### src/rtl/bss_pkg.sv
// Shared types and constants for the byte substring search block.
// Used by bss_front, bss_fifo, bss_back and byte_substring_search.
package bss_pkg;

    localparam int MAX_NEEDLE   = 16;
    localparam int MAX_HAYSTACK = 65536;

    localparam int BYTE_W  = 8;
    localparam int LEN_W   = 5;
    localparam int POS_W   = 17;
    localparam int OFFS_W  = 16;
    localparam int WIN_AW  = $clog2(MAX_NEEDLE);
    localparam int CFG_W   = 64;
    localparam int CIDX_W  = 2;

    localparam int FIFO_DEPTH = 4;
    localparam int FIFO_AW    = $clog2(FIFO_DEPTH);

    // register indexes on the configuration channel
    localparam logic [CIDX_W-1:0] REG_NEEDLE_LEN  = 2'd0;
    localparam logic [CIDX_W-1:0] REG_NEEDLE_LOW  = 2'd1;
    localparam logic [CIDX_W-1:0] REG_NEEDLE_HIGH = 2'd2;

    typedef logic [MAX_NEEDLE-1:0][BYTE_W-1:0] window_t;

    // one classified byte handed from front to back
    typedef struct packed {
        window_t            window;
        logic [POS_W-1:0]   pos;
        logic               last;
    } entry_t;

    typedef struct packed {
        logic [LEN_W-1:0]   len;
        window_t            needle;
    } needle_cfg_t;

endpackage

### src/rtl/bss_front.sv
// Front end: accepts haystack bytes, shifts the recent-byte window and
// tracks the byte position of the current search. Depends on bss_pkg.
module bss_front
(
    input  logic                         clk,
    input  logic                         rst_n,
    input  logic                         in_valid,
    output logic                         in_ready,
    input  logic [bss_pkg::BYTE_W-1:0]   in_byte,
    input  logic                         in_last,
    output logic                         push,
    output bss_pkg::entry_t              push_data,
    input  logic                         fifo_full
);

    bss_pkg::window_t               window_reg;
    bss_pkg::window_t               window_next;
    logic [bss_pkg::POS_W-1:0]      pos_reg;
    logic [bss_pkg::POS_W-1:0]      pos_next;
    logic                           accept;

    assign in_ready = !fifo_full;
    assign accept   = in_valid && !fifo_full;
    assign push     = accept;

    always_comb
    begin
        // entry 0 is the newest byte
        window_next = {window_reg[bss_pkg::MAX_NEEDLE-2:0], in_byte};
        pos_next    = pos_reg;
        if (pos_reg < bss_pkg::POS_W'(bss_pkg::MAX_HAYSTACK))
        begin
            pos_next = pos_reg + bss_pkg::POS_W'(1);
        end
        push_data.window = window_next;
        push_data.pos    = pos_reg;
        push_data.last   = in_last;
    end

    always_ff @(posedge clk or negedge rst_n)
    begin
        if (!rst_n)
        begin
            window_reg <= '0;
            pos_reg    <= '0;
        end
        else if (accept)
        begin
            if (in_last)
            begin
                // start a fresh search
                window_reg <= '0;
                pos_reg    <= '0;
            end
            else
            begin
                window_reg <= window_next;
                pos_reg    <= pos_next;
            end
        end
    end

endmodule

### src/rtl/bss_fifo.sv
// Short queue of classified bytes between front and back.
// Depends on bss_pkg for the entry type and depth.
module bss_fifo
(
    input  logic               clk,
    input  logic               rst_n,
    input  logic               push,
    input  bss_pkg::entry_t    push_data,
    output logic               full,
    input  logic               pop,
    output bss_pkg::entry_t    head_data,
    output logic               empty
);

    bss_pkg::entry_t                  mem [bss_pkg::FIFO_DEPTH];
    logic [bss_pkg::FIFO_AW-1:0]      wr_ptr_reg;
    logic [bss_pkg::FIFO_AW-1:0]      rd_ptr_reg;
    logic [bss_pkg::FIFO_AW:0]        count_reg;
    logic                             do_push;
    logic                             do_pop;

    assign full      = (count_reg == (bss_pkg::FIFO_AW+1)'(bss_pkg::FIFO_DEPTH));
    assign empty     = (count_reg == '0);
    assign do_push   = push && !full;
    assign do_pop    = pop && !empty;
    assign head_data = mem[rd_ptr_reg];

    always_ff @(posedge clk)
    begin
        if (do_push)
        begin
            mem[wr_ptr_reg] <= push_data;
        end
    end

    always_ff @(posedge clk or negedge rst_n)
    begin
        if (!rst_n)
        begin
            wr_ptr_reg <= '0;
            rd_ptr_reg <= '0;
            count_reg  <= '0;
        end
        else
        begin
            if (do_push)
            begin
                wr_ptr_reg <= wr_ptr_reg + bss_pkg::FIFO_AW'(1);
            end
            if (do_pop)
            begin
                rd_ptr_reg <= rd_ptr_reg + bss_pkg::FIFO_AW'(1);
            end
            if (do_push && !do_pop)
            begin
                count_reg <= count_reg + (bss_pkg::FIFO_AW+1)'(1);
            end
            else if (do_pop && !do_push)
            begin
                count_reg <= count_reg - (bss_pkg::FIFO_AW+1)'(1);
            end
        end
    end

endmodule

### src/rtl/bss_back.sv
// Back end: compares each queued window with the needle, tracks whether the
// search already matched, and holds the result in an output register.
// Depends on bss_pkg.
module bss_back
(
    input  logic                          clk,
    input  logic                          rst_n,
    input  bss_pkg::needle_cfg_t          cfg,
    input  logic                          head_valid,
    input  bss_pkg::entry_t               head_data,
    output logic                          pop,
    output logic                          out_valid,
    input  logic                          out_ready,
    output logic                          out_found,
    output logic [bss_pkg::OFFS_W-1:0]    out_offset
);

    logic                             done_reg;
    logic                             valid_reg;
    logic                             found_reg;
    logic [bss_pkg::OFFS_W-1:0]       offset_reg;

    logic                             len_ok;
    logic                             pos_ok;
    logic                             reach_ok;
    logic [bss_pkg::MAX_NEEDLE-1:0]   byte_ok;
    logic                             hit;
    logic                             emit;
    logic [bss_pkg::WIN_AW-1:0]       win_idx [bss_pkg::MAX_NEEDLE];
    logic [bss_pkg::POS_W:0]          pos_plus1;

    assign pop = head_valid && (!valid_reg || out_ready);

    always_comb
    begin
        len_ok    = (cfg.len != '0) &&
                    (cfg.len <= bss_pkg::LEN_W'(bss_pkg::MAX_NEEDLE));
        pos_ok    = head_data.pos < bss_pkg::POS_W'(bss_pkg::MAX_HAYSTACK);
        pos_plus1 = {1'b0, head_data.pos} + (bss_pkg::POS_W+1)'(1);
        reach_ok  = pos_plus1 >= (bss_pkg::POS_W+1)'(cfg.len);
        for (int i = 0; i < bss_pkg::MAX_NEEDLE; i++)
        begin
            // needle byte i lines up with window entry len-1-i
            win_idx[i] = bss_pkg::WIN_AW'(cfg.len - bss_pkg::LEN_W'(1)
                                          - bss_pkg::LEN_W'(i));
            byte_ok[i] = (bss_pkg::LEN_W'(i) >= cfg.len) ||
                         (head_data.window[win_idx[i]] == cfg.needle[i]);
        end
        hit  = len_ok && pos_ok && reach_ok && (&byte_ok);
        emit = !done_reg && (hit || head_data.last);
    end

    always_ff @(posedge clk or negedge rst_n)
    begin
        if (!rst_n)
        begin
            done_reg  <= 1'b0;
            valid_reg <= 1'b0;
        end
        else
        begin
            // a new result replaces the one leaving in the same cycle
            if (pop && emit)
            begin
                valid_reg <= 1'b1;
            end
            else if (out_ready)
            begin
                valid_reg <= 1'b0;
            end
            if (pop)
            begin
                if (head_data.last)
                begin
                    done_reg <= 1'b0;
                end
                else if (!done_reg && hit)
                begin
                    done_reg <= 1'b1;
                end
            end
        end
    end

    always_ff @(posedge clk)
    begin
        if (pop && emit)
        begin
            found_reg  <= hit;
            offset_reg <= hit ? bss_pkg::OFFS_W'(pos_plus1 - (bss_pkg::POS_W+1)'(cfg.len))
                              : '0;
        end
    end

    assign out_valid  = valid_reg;
    assign out_found  = found_reg;
    assign out_offset = offset_reg;

endmodule

### src/rtl/byte_substring_search.sv
// Streaming first-occurrence search of a byte needle of up to 16 bytes.
// Throughput: one haystack byte per cycle while the queue has room; the back end compares
// one queued byte per cycle. A byte is queued, then compared; its result is registered.
// Stalls: a held result stops the back end; after four queued bytes s_tready drops.
// Reset: needle registers, window, position and queue clear; output is idle.
// Depends on bss_pkg, bss_front, bss_fifo and bss_back.
module byte_substring_search
(
    input  logic                        clk,
    input  logic                        rst_n,
    // input stream
    input  logic                        s_tvalid,
    output logic                        s_tready,
    input  logic [7:0]                  s_tdata,   // [7:0] hay_byte
    input  logic                        s_tlast,   // last_byte
    // result stream
    output logic                        m_tvalid,
    input  logic                        m_tready,
    output logic [15:0]                 m_tdata,   // [15:0] match_offset
    output logic                        m_tuser,   // [0] found
    // configuration writes
    input  logic                        cfg_valid,
    output logic                        cfg_ready,
    input  logic [bss_pkg::CIDX_W-1:0]  cfg_index,
    input  logic [bss_pkg::CFG_W-1:0]   cfg_data
);

    logic [bss_pkg::LEN_W-1:0]    needle_len_reg;
    logic [bss_pkg::CFG_W-1:0]    needle_low_reg;
    logic [bss_pkg::CFG_W-1:0]    needle_high_reg;
    bss_pkg::needle_cfg_t         cfg;

    logic                         push;
    bss_pkg::entry_t              push_data;
    logic                         fifo_full;
    logic                         fifo_empty;
    logic                         pop;
    bss_pkg::entry_t              head_data;

    assign cfg_ready = 1'b1;

    always_ff @(posedge clk or negedge rst_n)
    begin
        if (!rst_n)
        begin
            needle_len_reg  <= '0;
            needle_low_reg  <= '0;
            needle_high_reg <= '0;
        end
        else if (cfg_valid)
        begin
            case (cfg_index)
                bss_pkg::REG_NEEDLE_LEN:  needle_len_reg  <= cfg_data[bss_pkg::LEN_W-1:0];
                bss_pkg::REG_NEEDLE_LOW:  needle_low_reg  <= cfg_data;
                bss_pkg::REG_NEEDLE_HIGH: needle_high_reg <= cfg_data;
                default:
                begin
                    // drop writes to unknown registers
                end
            endcase
        end
    end

    assign cfg.len    = needle_len_reg;
    assign cfg.needle = {needle_high_reg, needle_low_reg};

    bss_front u_front
    (
        .clk       (clk),
        .rst_n     (rst_n),
        .in_valid  (s_tvalid),
        .in_ready  (s_tready),
        .in_byte   (s_tdata),
        .in_last   (s_tlast),
        .push      (push),
        .push_data (push_data),
        .fifo_full (fifo_full)
    );

    bss_fifo u_fifo
    (
        .clk       (clk),
        .rst_n     (rst_n),
        .push      (push),
        .push_data (push_data),
        .full      (fifo_full),
        .pop       (pop),
        .head_data (head_data),
        .empty     (fifo_empty)
    );

    bss_back u_back
    (
        .clk        (clk),
        .rst_n      (rst_n),
        .cfg        (cfg),
        .head_valid (!fifo_empty),
        .head_data  (head_data),
        .pop        (pop),
        .out_valid  (m_tvalid),
        .out_ready  (m_tready),
        .out_found  (m_tuser),
        .out_offset (m_tdata)
    );

endmodule

### config.mk
export PLATFORM = sky130hd
export DESIGN_NAME = byte_substring_search
export DESIGN_NICKNAME = d
export VERILOG_FILES = /design/src/rtl/bss_pkg.sv /design/src/rtl/bss_front.sv /design/src/rtl/bss_fifo.sv /design/src/rtl/bss_back.sv /design/src/rtl/byte_substring_search.sv
export SDC_FILE = /design/constraint.sdc
export NUM_CORES = 1
export LEC_CHECK = 0
export BUFFER_PORTS_ARGS = -buffer_cell sky130_fd_sc_hd__buf_2
export CELL_PAD_IN_SITES_DETAIL_PLACEMENT = 2
export CELL_PAD_IN_SITES_GLOBAL_PLACEMENT = 2
export CORE_MARGIN = 3
export CORE_UTILIZATION = 40
export DETAILED_ROUTE_END_ITERATION = 8
export GPL_ROUTABILITY_DRIVEN = 0
export MAX_ROUTING_LAYER = met4
export PLACE_DENSITY_LB_ADDON = 0.1
export SYNTH_ARGS = -nofsm -noshare
export SYNTH_HDL_FRONTEND = slang
export SYNTH_HIERARCHICAL = 1
export SYNTH_SLANG_ARGS = --single-unit
### constraint.sdc
create_clock -name clk -period 10.5 [get_ports clk]
set_input_delay 1.05 -clock clk [delete_from_list [all_inputs] [get_ports clk]]
set_output_delay 1.05 -clock clk [all_outputs]
set_load 0.05 [all_outputs]
Word-level counts from Yosys, hierarchy flattened. Memory sizes are Yosys's and may differ from the RTL's. Index checks and enable logic that the tools add are counted.

Register bits: 296. Memory bits (writable): 584. Bits of input ports: 80. Output and inout bits: 20. Memories kept: 1.

$add $sub $neg: 23. Order comparisons: 36. Equal/unequal tests: 19. Mux-type cells: 43. Reductions and logical operators: 50.

Memory list: u_fifo.mem (depth 4, bits a word 146, read ports 1, clocked after Yosys merged registers in 0, wr ports 1, RTL line bss_fifo.sv:15) `bss_pkg::entry_t mem [bss_pkg::FIFO_DEPTH];`.

Operators by type and width (number): $bmux 8 s4 (16); $eq 8x8->1 (16); $mux 8 (16); $mux 120 (1); $lt 4x5->1 const B (16); $ge 4x5->1 const A (8); $lt 17x17->1 const B (2); $mux 17 (2); $sub 4x4->4 const B (8); $ge 3x5->1 const A (4); $add 17x1->18 const B (1); $ge 18x5->1 (1); $logic_or 1x1->1 (18); $add 17x1->17 const B (1); $reduce_and 16->1 (1); $sub 16x5->16 (1); $sub 4x3->4 const B (4); $logic_and 1x1->1 (13); $ge 1x5->1 const A (2); $ge 2x5->1 const A (2); $reduce_and 2->1 (5); $reduce_bool 2->1 (4); $sub 4x1->4 const B (2); $sub 4x2->4 const B (2); 13 further kinds (25).

Depth between registers and ports, before layout. Gate-level depths: netlist (run 1).

Depth in word-level cells: 12. Depth in mapped cells: 25. Gate-level depth less buffers: 16.

By module. Netlist (run 1), hierarchy kept.

Modules (own cells, without submodules): bss_fifo (instances 1, cells an instance 799, area each 21500.6 µm², sequential area each 17712.0 µm²); bss_back (instances 1, cells an instance 1273, area each 10562.6 µm², sequential area each 560.5 µm²); bss_front (instances 1, cells an instance 631, area each 5936.9 µm², sequential area each 3428.3 µm²); byte_substring_search (instances 1, cells an instance 286, area each 5469.0 µm², sequential area each 3328.2 µm²).

Least setup slack after synthesis (run 1). Ideal clock, no wire load.

Path type: input to register. From: input s_tvalid. To: memory u_fifo/mem[0][0] (netlist bit) (enable). Setup time: 0.523 ns. Arrival time: 5.179 ns. Data required time: 9.977 ns. Slack: 4.798 ns. Stages on the path: 6. Path buffers: 2. Path through: nand2b_1 > clkinv_1 > clkbuf_1 > nor2b_1 > buf_2 > and2_1.

Word-level cells in the longest chain between the ends: 4.

RTL lines: start: declaration (RTL line byte_substring_search.sv:12) `input logic s_tvalid,`; $logic_and 1x1->1 (RTL line bss_front.sv:23) `assign accept = in_valid && !fifo_full;`; net push (RTL line byte_substring_search.sv:33) `logic push;`; $logic_and 1x1->1 (RTL line bss_fifo.sv:24) `assign do_push = push && !full;`; net u_fifo.do_push (RTL line bss_fifo.sv:19) `logic do_push;`; $mux 1 (RTL line bss_fifo.sv:30) `if (do_push)`; $mux 1 (not written as such) (RTL line bss_fifo.sv:32) `mem[wr_ptr_reg] <= push_data;`; end: declaration (RTL line bss_fifo.sv:15).

The timed path passes the listed nets, and every way through them passes these cells.

Final worst setup path (run 1).
From: register needle_len_reg[0] (netlist bit). To: register u_back.offset_reg, in the netlist u_back/out_offset[11] (enable).

Word-level cells in the longest chain between the ends: 11. Elaborated cells between the ends (all ways): 107. Classes of those cells: 16 x add/sub; 18 x order compare; 16 x eq/ne; 32 x mux; 25 x reduce/logical.

RTL lines: start: declaration (RTL line byte_substring_search.sv:28) `logic [bss_pkg::LEN_W-1:0] needle_len_reg;`; start signal: assignment (RTL line byte_substring_search.sv:53) `bss_pkg::REG_NEEDLE_LEN: needle_len_reg <= cfg_data[bss_pkg::LEN_W-1:0];`; $sub 4x1->4 (RTL line bss_back.sv:44) `win_idx[i] = bss_pkg::WIN_AW'(cfg.len - bss_pkg::LEN_W'(1)`; $sub 4x1->4, or another cell as far along (RTL line bss_back.sv:45) `- bss_pkg::LEN_W'(i));`; $bmux 8 s4 (RTL line bss_back.sv:47) `(head_data.window[win_idx[i]] == cfg.needle[i]);`; $mux 8 (not written as such) (RTL line bss_back.sv:47); $eq 8x8->1 (RTL line bss_back.sv:47); $logic_or 1x1->1 (RTL line bss_back.sv:46) `byte_ok[i] = (bss_pkg::LEN_W'(i) >= cfg.len) ||`; $reduce_and 16->1 (RTL line bss_back.sv:49) `hit = len_ok && pos_ok && reach_ok && (&byte_ok);`; $logic_and 1x1->1 * (RTL line bss_back.sv:49); $logic_or 1x1->1 * (RTL line bss_back.sv:50) `emit = !done_reg && (hit || head_data.last);`; $logic_and 1x1->1 * (RTL line bss_back.sv:50); $logic_and 1x1->1 * (RTL line bss_back.sv:87) `if (pop && emit)`; end signal: assignment (RTL line bss_back.sv:90) `offset_reg <= hit ? bss_pkg::OFFS_W'(pos_plus1 - (bss_pkg::POS_W+1)'(cfg.len))`; end: declaration (RTL line bss_back.sv:21) `logic [bss_pkg::OFFS_W-1:0] offset_reg;`.

Mark *: on every way between the ends. The rest lies on a longest branch, timed or not. The select of a mux whose other input is x is not followed. A chain may end at the register's enable or synchronous reset.

==> flow_metrics.py, run 1 <==
metrics = {
    "outcome": {
        "status": "complete, no violations",
    },
    "floorplanning": {
        "dieWidth_um": 336,
        "initial_core_util": 0.404,
        "core-area_um2": 108000,
        "die_h_um": 336,
        "fp-row-count": 120,
        "die-area_um2": 113000,
        "ios": 100,
    },
    "global_routing": {
        "antenna_found_initial": 4,
        "grt_util_all_layers": 0.254,
        "grt_pass1_wl_um": 204000,
        "grt-ovfl-total": 0,
        "grt_pass1_vias": 28300,
        "grt_max_degree": 116,
    },
    "yosys": {
        "ys_warn_count": 6,
        "synth_nets": 3087,
        "async_flop_share": 0.317,
        "netlist_instances": 2989,
        "synth.distinct_cells": 90,
        "ys_ff_latch": 880,
        "synth.avg_cell_area_um2": 14.5,
        "synth_seq_area_share": 0.576,
        "dominantRegCellSynth": "edfxtp_1",
        "netlist_area_um2": 43500,
        "synth_edf_count": 601,
    },
    "min_path": {
        "hp-class": "primary input to async pin",
    },
    "cells_and_area": {
        "drive_gt1_frac": 0.238,
        "largest_reg_flops": 584,
        "final_cell_mix": "edfxtp_1 (601), nand2_1 (390), dfrtp_1 (275)",
        "layout.nets": 3134,
        "syn_to_final_growth_pct": 10.8,
        "fill_cells": 10200,
        "top_register": "u_fifo/mem",
        "layout_commonest_cell": "edfxtp_1",
    },
    "sta": {
        "max_freq_mhz": 140,
        "slew_headroom": 0.211,
        "worst_pin_slew_ps": 1180,
        "hold_violations": 0,
        "finalCriticalPeriod_ps": 7130,
        "tns_ps": 0,
        "finalSetupViolations": 0,
        "slew_violations": 0,
        "finClkSkew_ps": 48.2,
        "fin_crit_sh": 0.679,
        "rsz0062_at_grt": "false",
    },
    "cts": {
        "cts_tree": "built",
        "cts_max_level": 3,
        "root_buffer": "clkbuf_16",
        "cts_buffer_depth": 3,
        "cts-resized-gates": 0,
        "hold_buffers": 0,
        "clkSinkCount": 880,
        "clk_latency_ps": 710,
        "cts_setup_buffers": 0,
        "numCtsBuffers": 96,
        "cts.reportedPaths.clkPinSlew_ps": 60,
    },
    "critical_path": {
        "path_max_fanout": 107,
        "cp.required_ps": 10820,
        "critPathLaunchType": "register",
        "worstSetupPathType": "register to register",
        "end_kind": "register",
        "cp.arrival_ps": 7450,
        "rrSetupSlack_ps": 3370,
        "reg2reg_depth": 15,
        "r2r-end": "u_back/out_offset[11]",
        "r2r_start": "needle_len_reg[0]",
    },
    "detailed_routing": {
        "drt_pass1_iterations": 5,
        "via_per_inst": 5.82,
        "via_count": 26400,
        "drt_wl_total_um": 138000,
        "wl_per_cell_um": 30.6,
        "ant_nets": 0,
        "drc": 0,
        "drt-initial-drc-count": 2065,
    },
    "placement": {
        "io_buffers": 98,
        "dp_hpwl_um": 96000,
    },
    "power_and_ir_drop": {
        "ir_drop_v": 0.000175,
        "p_per_area_nw_per_um2": 336,
        "power_w": 0.0162,
        "p_leak_nw": 18.7,
    },
    "flow_run": {
        "maxCapViolations": 0,
    },
}
where the power goes:
group	switching [W]	internal (W)	leakage (nW)
Clock	0.00144	0.00191	1.53
Combinational	0.00499	0.00295	7.95
Sequential	0.000407	0.00446	9.23
Total	0.00684	0.00932	18.7
metal layers:
metal	global-route usage	up-vias	share of wire
li1	-	11400	-
met1	0.358	14300	0.47
met2	0.392	542	0.47
met3	0.0302	154	0.036
met4	0.0699	0	0.027
met5	-	-	0
how the worst max path moves through the flow:
| stage | startpoint | endpoint | cells past startpoint |
|---|---|---|---|
| after global routing | needle_len_reg[0] | u_back/out_offset[11] | 14 |
| after CTS | needle_len_reg[0] | u_back/out_offset[11] | 14 |
| after floorplan | s_tvalid | u_fifo/mem[0][0] | 6 |
| after detailed placement | needle_len_reg[0] | u_back/out_offset[10] | 14 |
| final | needle_len_reg[0] | u_back/out_offset[11] | 15 |
| after global placement | needle_len_reg[0] | u_back/out_offset[10] | 14 |
Yosys cell counts (all sizes together) (51+ instances only):
library cell,n,area share
xor2,73,0.015
clkbuf,56,0.0048
mux4,210,0.11
o21ai,63,0.0073
nor3,51,0.0060
nand2,391,0.034
edfxtp,601,0.42
xnor2,91,0.020
mux2i,219,0.050
buf,136,0.023
mux2,205,0.063
a21oi,80,0.0093
nand3b,124,0.021
nor2,102,0.0090
dfrtp,279,0.16
cells by family (layout without fill, tap and decap cells):
logic type | Yosys count | count (layout) | share of synthesized area
mux | 634 | 634 | 0.223
compound gates | 260 | 260 | 0.0377
other cells | 1 | 3 | 0.0000863
flops | 880 | 880 | 0.576
xor+xnor | 164 | 164 | 0.0348
buf+inv | 214 | 345 | 0.0302
simple gates | 818 | 818 | 0.0932
fa+ha+maj | 18 | 18 | 0.00553
metrics by stage:
stage | hold WS (ps) | util | cells | worst slack, ps | area [um2]
after floorplan | 445 | - | 2989 | 4800 | 43500
after global placement | 460 | 0.418 | 4341 | 3540 | 45000
after detailed placement | 507 | 0.418 | 4341 | 3350 | 45000
after CTS | 434 | 0.448 | 4523 | 3360 | 48100
after global routing | 478 | 0.448 | 4524 | 3100 | 48100
final | 424 | 0.448 | 4525 | 3370 | 48100
area by class of cell:
cell class | count | area (um2) | share of cell area
clock buffers | 148 | 2770 | 0.0575
diodes | 2 | 5.00 | 0.000104
well taps | 1403 | 1760 | 0.0365
clock inverters | 34 | 392 | 0.00813
repair buffers | 141 | 876 | 0.0182
multi-input cells | 1895 | 17200 | 0.358
flip-flops and latches | 880 | 25000 | 0.520
inverters | 22 | 86.3 | 0.00179
critical path: stages, from the launching register on:
cell and delay, ps:
dfrtp_4 630, clkinv_2 680, ha_4 580, buf_12 430
or3b_1 430, a21o_1 240, nand4_1 110, buf_4 260
nand2_2 240, o311a_1 460, o21ai_0 150, nor4b_1 480
and4_1 330, nor4b_1 370, o2111a_2 310, a41o_1 790
No activity file was read; power rests on OpenSTA's default activity.
==> run 2: changes to the inputs <==
ABC_AREA = 1   (was default)
CORE_UTILIZATION = 39   (was 40)
clock period = 7.5 ns   (was 10.5 ns; I/O delays follow)
==> run 2 against run 1 <==
Clock skew fell by 7.5 ps. Die area grew 11%. Hold slack lost 160 ps. Wire length up 32%. Count of clock-buffer cells in the layout decreased by 1. Synthesized cell count up 87%. Final cell count rose by 59%. First-iteration DRC count increased by 55%.
==> flow_metrics.py, run 2 <==
metrics = {
    "cts": {
        "cts_buffer_depth": 3,
        "numCtsBuffers": 98,
        "cts_max_level": 3,
        "root_buffer": "clkbuf_16",
        "cts.reportedPaths.clkPinSlew_ps": 60,
        "clk_latency_ps": 730,
        "cts_tree": "built",
        "cts-resized-gates": 0,
        "clkSinkCount": 880,
        "cts_setup_buffers": 0,
    },
    "detailed_routing": {
        "drt-initial-drc-count": 3191,
        "via_per_inst": 5.53,
        "drc": 0,
        "wl_per_cell_um": 25.3,
        "via_count": 39800,
        "drt_pass1_iterations": 5,
        "drt_wl_total_um": 182000,
        "ant_nets": 0,
    },
    "power_and_ir_drop": {
        "seqPwrFrac": 0.295,
        "switching_power_w": 0.0111,
        "p_per_area_nw_per_um2": 445,
        "power_frac_comb": 0.488,
        "power_frac_clock": 0.217,
        "ir_drop_v": 0.000320,
        "p_leak_nw": 23.8,
        "internal_power_w": 0.0116,
        "p_sw_frac": 0.487,
    },
    "critical_path": {
        "cp.required_ps": 7840,
        "end_kind": "register",
        "rrSetupSlack_ps": 1600,
        "critPathLaunchType": "register",
        "path_max_fanout": 75,
        "reg2reg_depth": 26,
        "cp.arrival_ps": 6240,
        "worstSetupPathType": "register to register",
    },
    "sta": {
        "slew_violations": 0,
        "finClkSkew_ps": 40.7,
        "finalSetupViolations": 0,
        "tns_ps": 0,
        "slew_headroom": 0.209,
        "worst_pin_slew_ps": 1170,
        "fin_crit_sh": 0.787,
        "rsz0062_at_grt": "false",
        "hold_violations": 0,
        "max_freq_mhz": 169,
        "finalCriticalPeriod_ps": 5900,
    },
    "cells_and_area": {
        "layout.nets": 5611,
        "final_util": 0.430,
        "top_register": "u_fifo/mem",
        "final_cell_mix": "nand2_1 (2,502), edfxtp_1 (601), nand3_1 (530)",
        "drive_gt1_frac": 0.0666,
        "final_cells": 7198,
        "largest_reg_flops": 584,
        "fill_cells": 13300,
        "syn_to_final_growth_pct": 8.66,
        "layout_commonest_cell": "nand2_1",
    },
    "yosys": {
        "ys_ff_latch": 880,
        "synth_top_area_cell": "edfxtp_1",
        "synth-simple-area-share": 0.302,
        "synth.distinct_cells": 50,
        "ys_warn_count": 6,
        "synth_seq_area_share": 0.533,
        "synth_nets": 5678,
        "synth.avg_cell_area_um2": 8.42,
        "netlist_instances": 5580,
        "synth_common_cells": "nand2_1 (2,503), edfxtp_1 (601), nand3_1 (530)",
        "netlist_area_um2": 47000,
        "synth_edf_count": 601,
        "synth_top_family_by_area": "simple AND/OR/NAND/NOR gates",
        "yosys-top-cells-area": "edfxtp_1 (38%), nand2_1 (20%), dfrtp_1 (15%)",
        "async_flop_share": 0.317,
        "muxShareOfSynthArea": 0,
        "dominantRegCellSynth": "edfxtp_1",
        "synth_xor_area_frac": 0.00746,
        "synth-compound-area-share": 0.0610,
        "synthAdderAreaFrac": 0.00511,
        "synth_most_common_cell": "nand2_1",
        "netlist.area_leader.share": 0.384,
    },
    "placement": {
        "dp_hpwl_um": 125000,
        "dp.cells": 7012,
        "io_buffers": 98,
    },
    "global_routing": {
        "grt_pass1_vias": 41900,
        "grt-ovfl-total": 0,
        "antenna_found_initial": 2,
        "grt_max_degree": 233,
        "grt_util_all_layers": 0.298,
        "grt_pass1_wl_um": 275000,
    },
    "floorplanning": {
        "die-area_um2": 125000,
        "ios": 100,
        "core-area_um2": 119000,
        "initial_core_util": 0.396,
        "die_h_um": 353,
        "dieWidth_um": 353,
        "fp-row-count": 126,
    },
    "outcome": {
        "status": "complete, no violations",
    },
    "min_path": {
        "hp-class": "primary input to register",
        "min_path_cells": 1,
    },
    "flow_run": {
        "maxCapViolations": 0,
    },
}
[run 2: cell count changes after synthesis, sizes merged, moves of 123 or more]
cell    before   now
nand2      391  2533
inv         21   528
nand3       36   533
o211ai      12   295
mux2i      219     0
mux4       210     0
mux2       205     0
buf        136   286
nand4       19   142
[run 2: kinds of logic (layout without fill, tap and decap cells)]
group                    count (synthesis)  in the layout
buffers and inverters                  849            866
AND/OR/NAND/NOR                       3384           3384
adder cells (fa/ha/maj)                 18             18
XOR/XNOR                                40             40
other                                    1              2
flip-flops                             880            880
AO/OA/AOI/OAI                          408            408
[run 2: area by class of cell]
cell class	count	area (um2)	area share
Antenna cell	1	2.50	0.0000490
Clock inverter	37	458	0.00897
Timing Repair Buffer	149	1040	0.0203
Inverter	533	2030	0.0398
Clock buffer	147	2810	0.0550
Sequential cell	880	25000	0.491
Multi-Input combinational cell	3851	17700	0.346
Tap cell	1600	2000	0.0392
[run 2: layer usage]
metal  vias to the layer above  track usage  wire [um]  part of all wire
met5                         -            -          0                 0
met4                         0       0.0783       5280             0.029
met3                       203       0.0314       6270             0.034
met2                       745        0.496      89000              0.49
met1                     20700        0.390      81500              0.45
li1                      18200            -          -                 -
[run 2: worst paths after layout]
check                                    endpoint           startpoint
min reg2reg                   needle_high_reg[39]  needle_high_reg[39]
min in group asynchronous  u_front/push_data[131]                rst_n
min                             u_fifo/mem[0][23]           s_tdata[5]
max reg2reg                 u_back/out_offset[11]    needle_len_reg[0]
max in group asynchronous       needle_len_reg[0]                rst_n
max                         u_back/out_offset[11]    needle_len_reg[0]
[run 2: stage by stage]
stage	worst slack (ps)	power, W	hold WS [ps]	cell area, um2
after detailed placement	1690	0.0177	473	47800
after CTS	1680	0.0227	206	51000
after global placement	1860	0.0172	460	47800
after global routing	1170	0.0241	231	51000
after floorplan	-722	0.0137	437	47000
final	1600	0.0227	264	51000
[run 2: what timing repair did]
item                                    4_1_cts  5_1_grt
endpoints found under the hold margin        49        0
hold buffers                                  1        0
endpoints found under the setup margin        0        0
[run 2: critical path, stage by stage (launching register included)]
cell and delay (ps):
dfrtp_4 800, inv_4 260, ha_2 460, buf_4 670, nand2_1 150, nand2_2 110
buf_4 390, nand2_1 100, nand2_1 200, nand2_1 90, nand2_1 160, nand2_1 90
nand3_1 100, nand2_1 60, inv_1 50, nand2_1 50, nor2_1 150, nand2_1 160
nand2_1 100, nand2_1 50, nor2_1 90, nand2_1 100, nor2_4 140, nand2_4 180
nand2_1 130, nand2_1 80, inv_1 470
[run 2: power groups by stage]
stage / Combinational [W] / Clock (W) / Sequential [W]
global route: 0.0121 / 0.00523 / 0.00677
floorplan: 0.00688 / 0 / 0.00685
finish: 0.0111 / 0.00493 / 0.00669
detailed placement: 0.0109 / 0 / 0.00677
global placement: 0.0105 / 0 / 0.00670
CTS: 0.0110 / 0.00504 / 0.00670
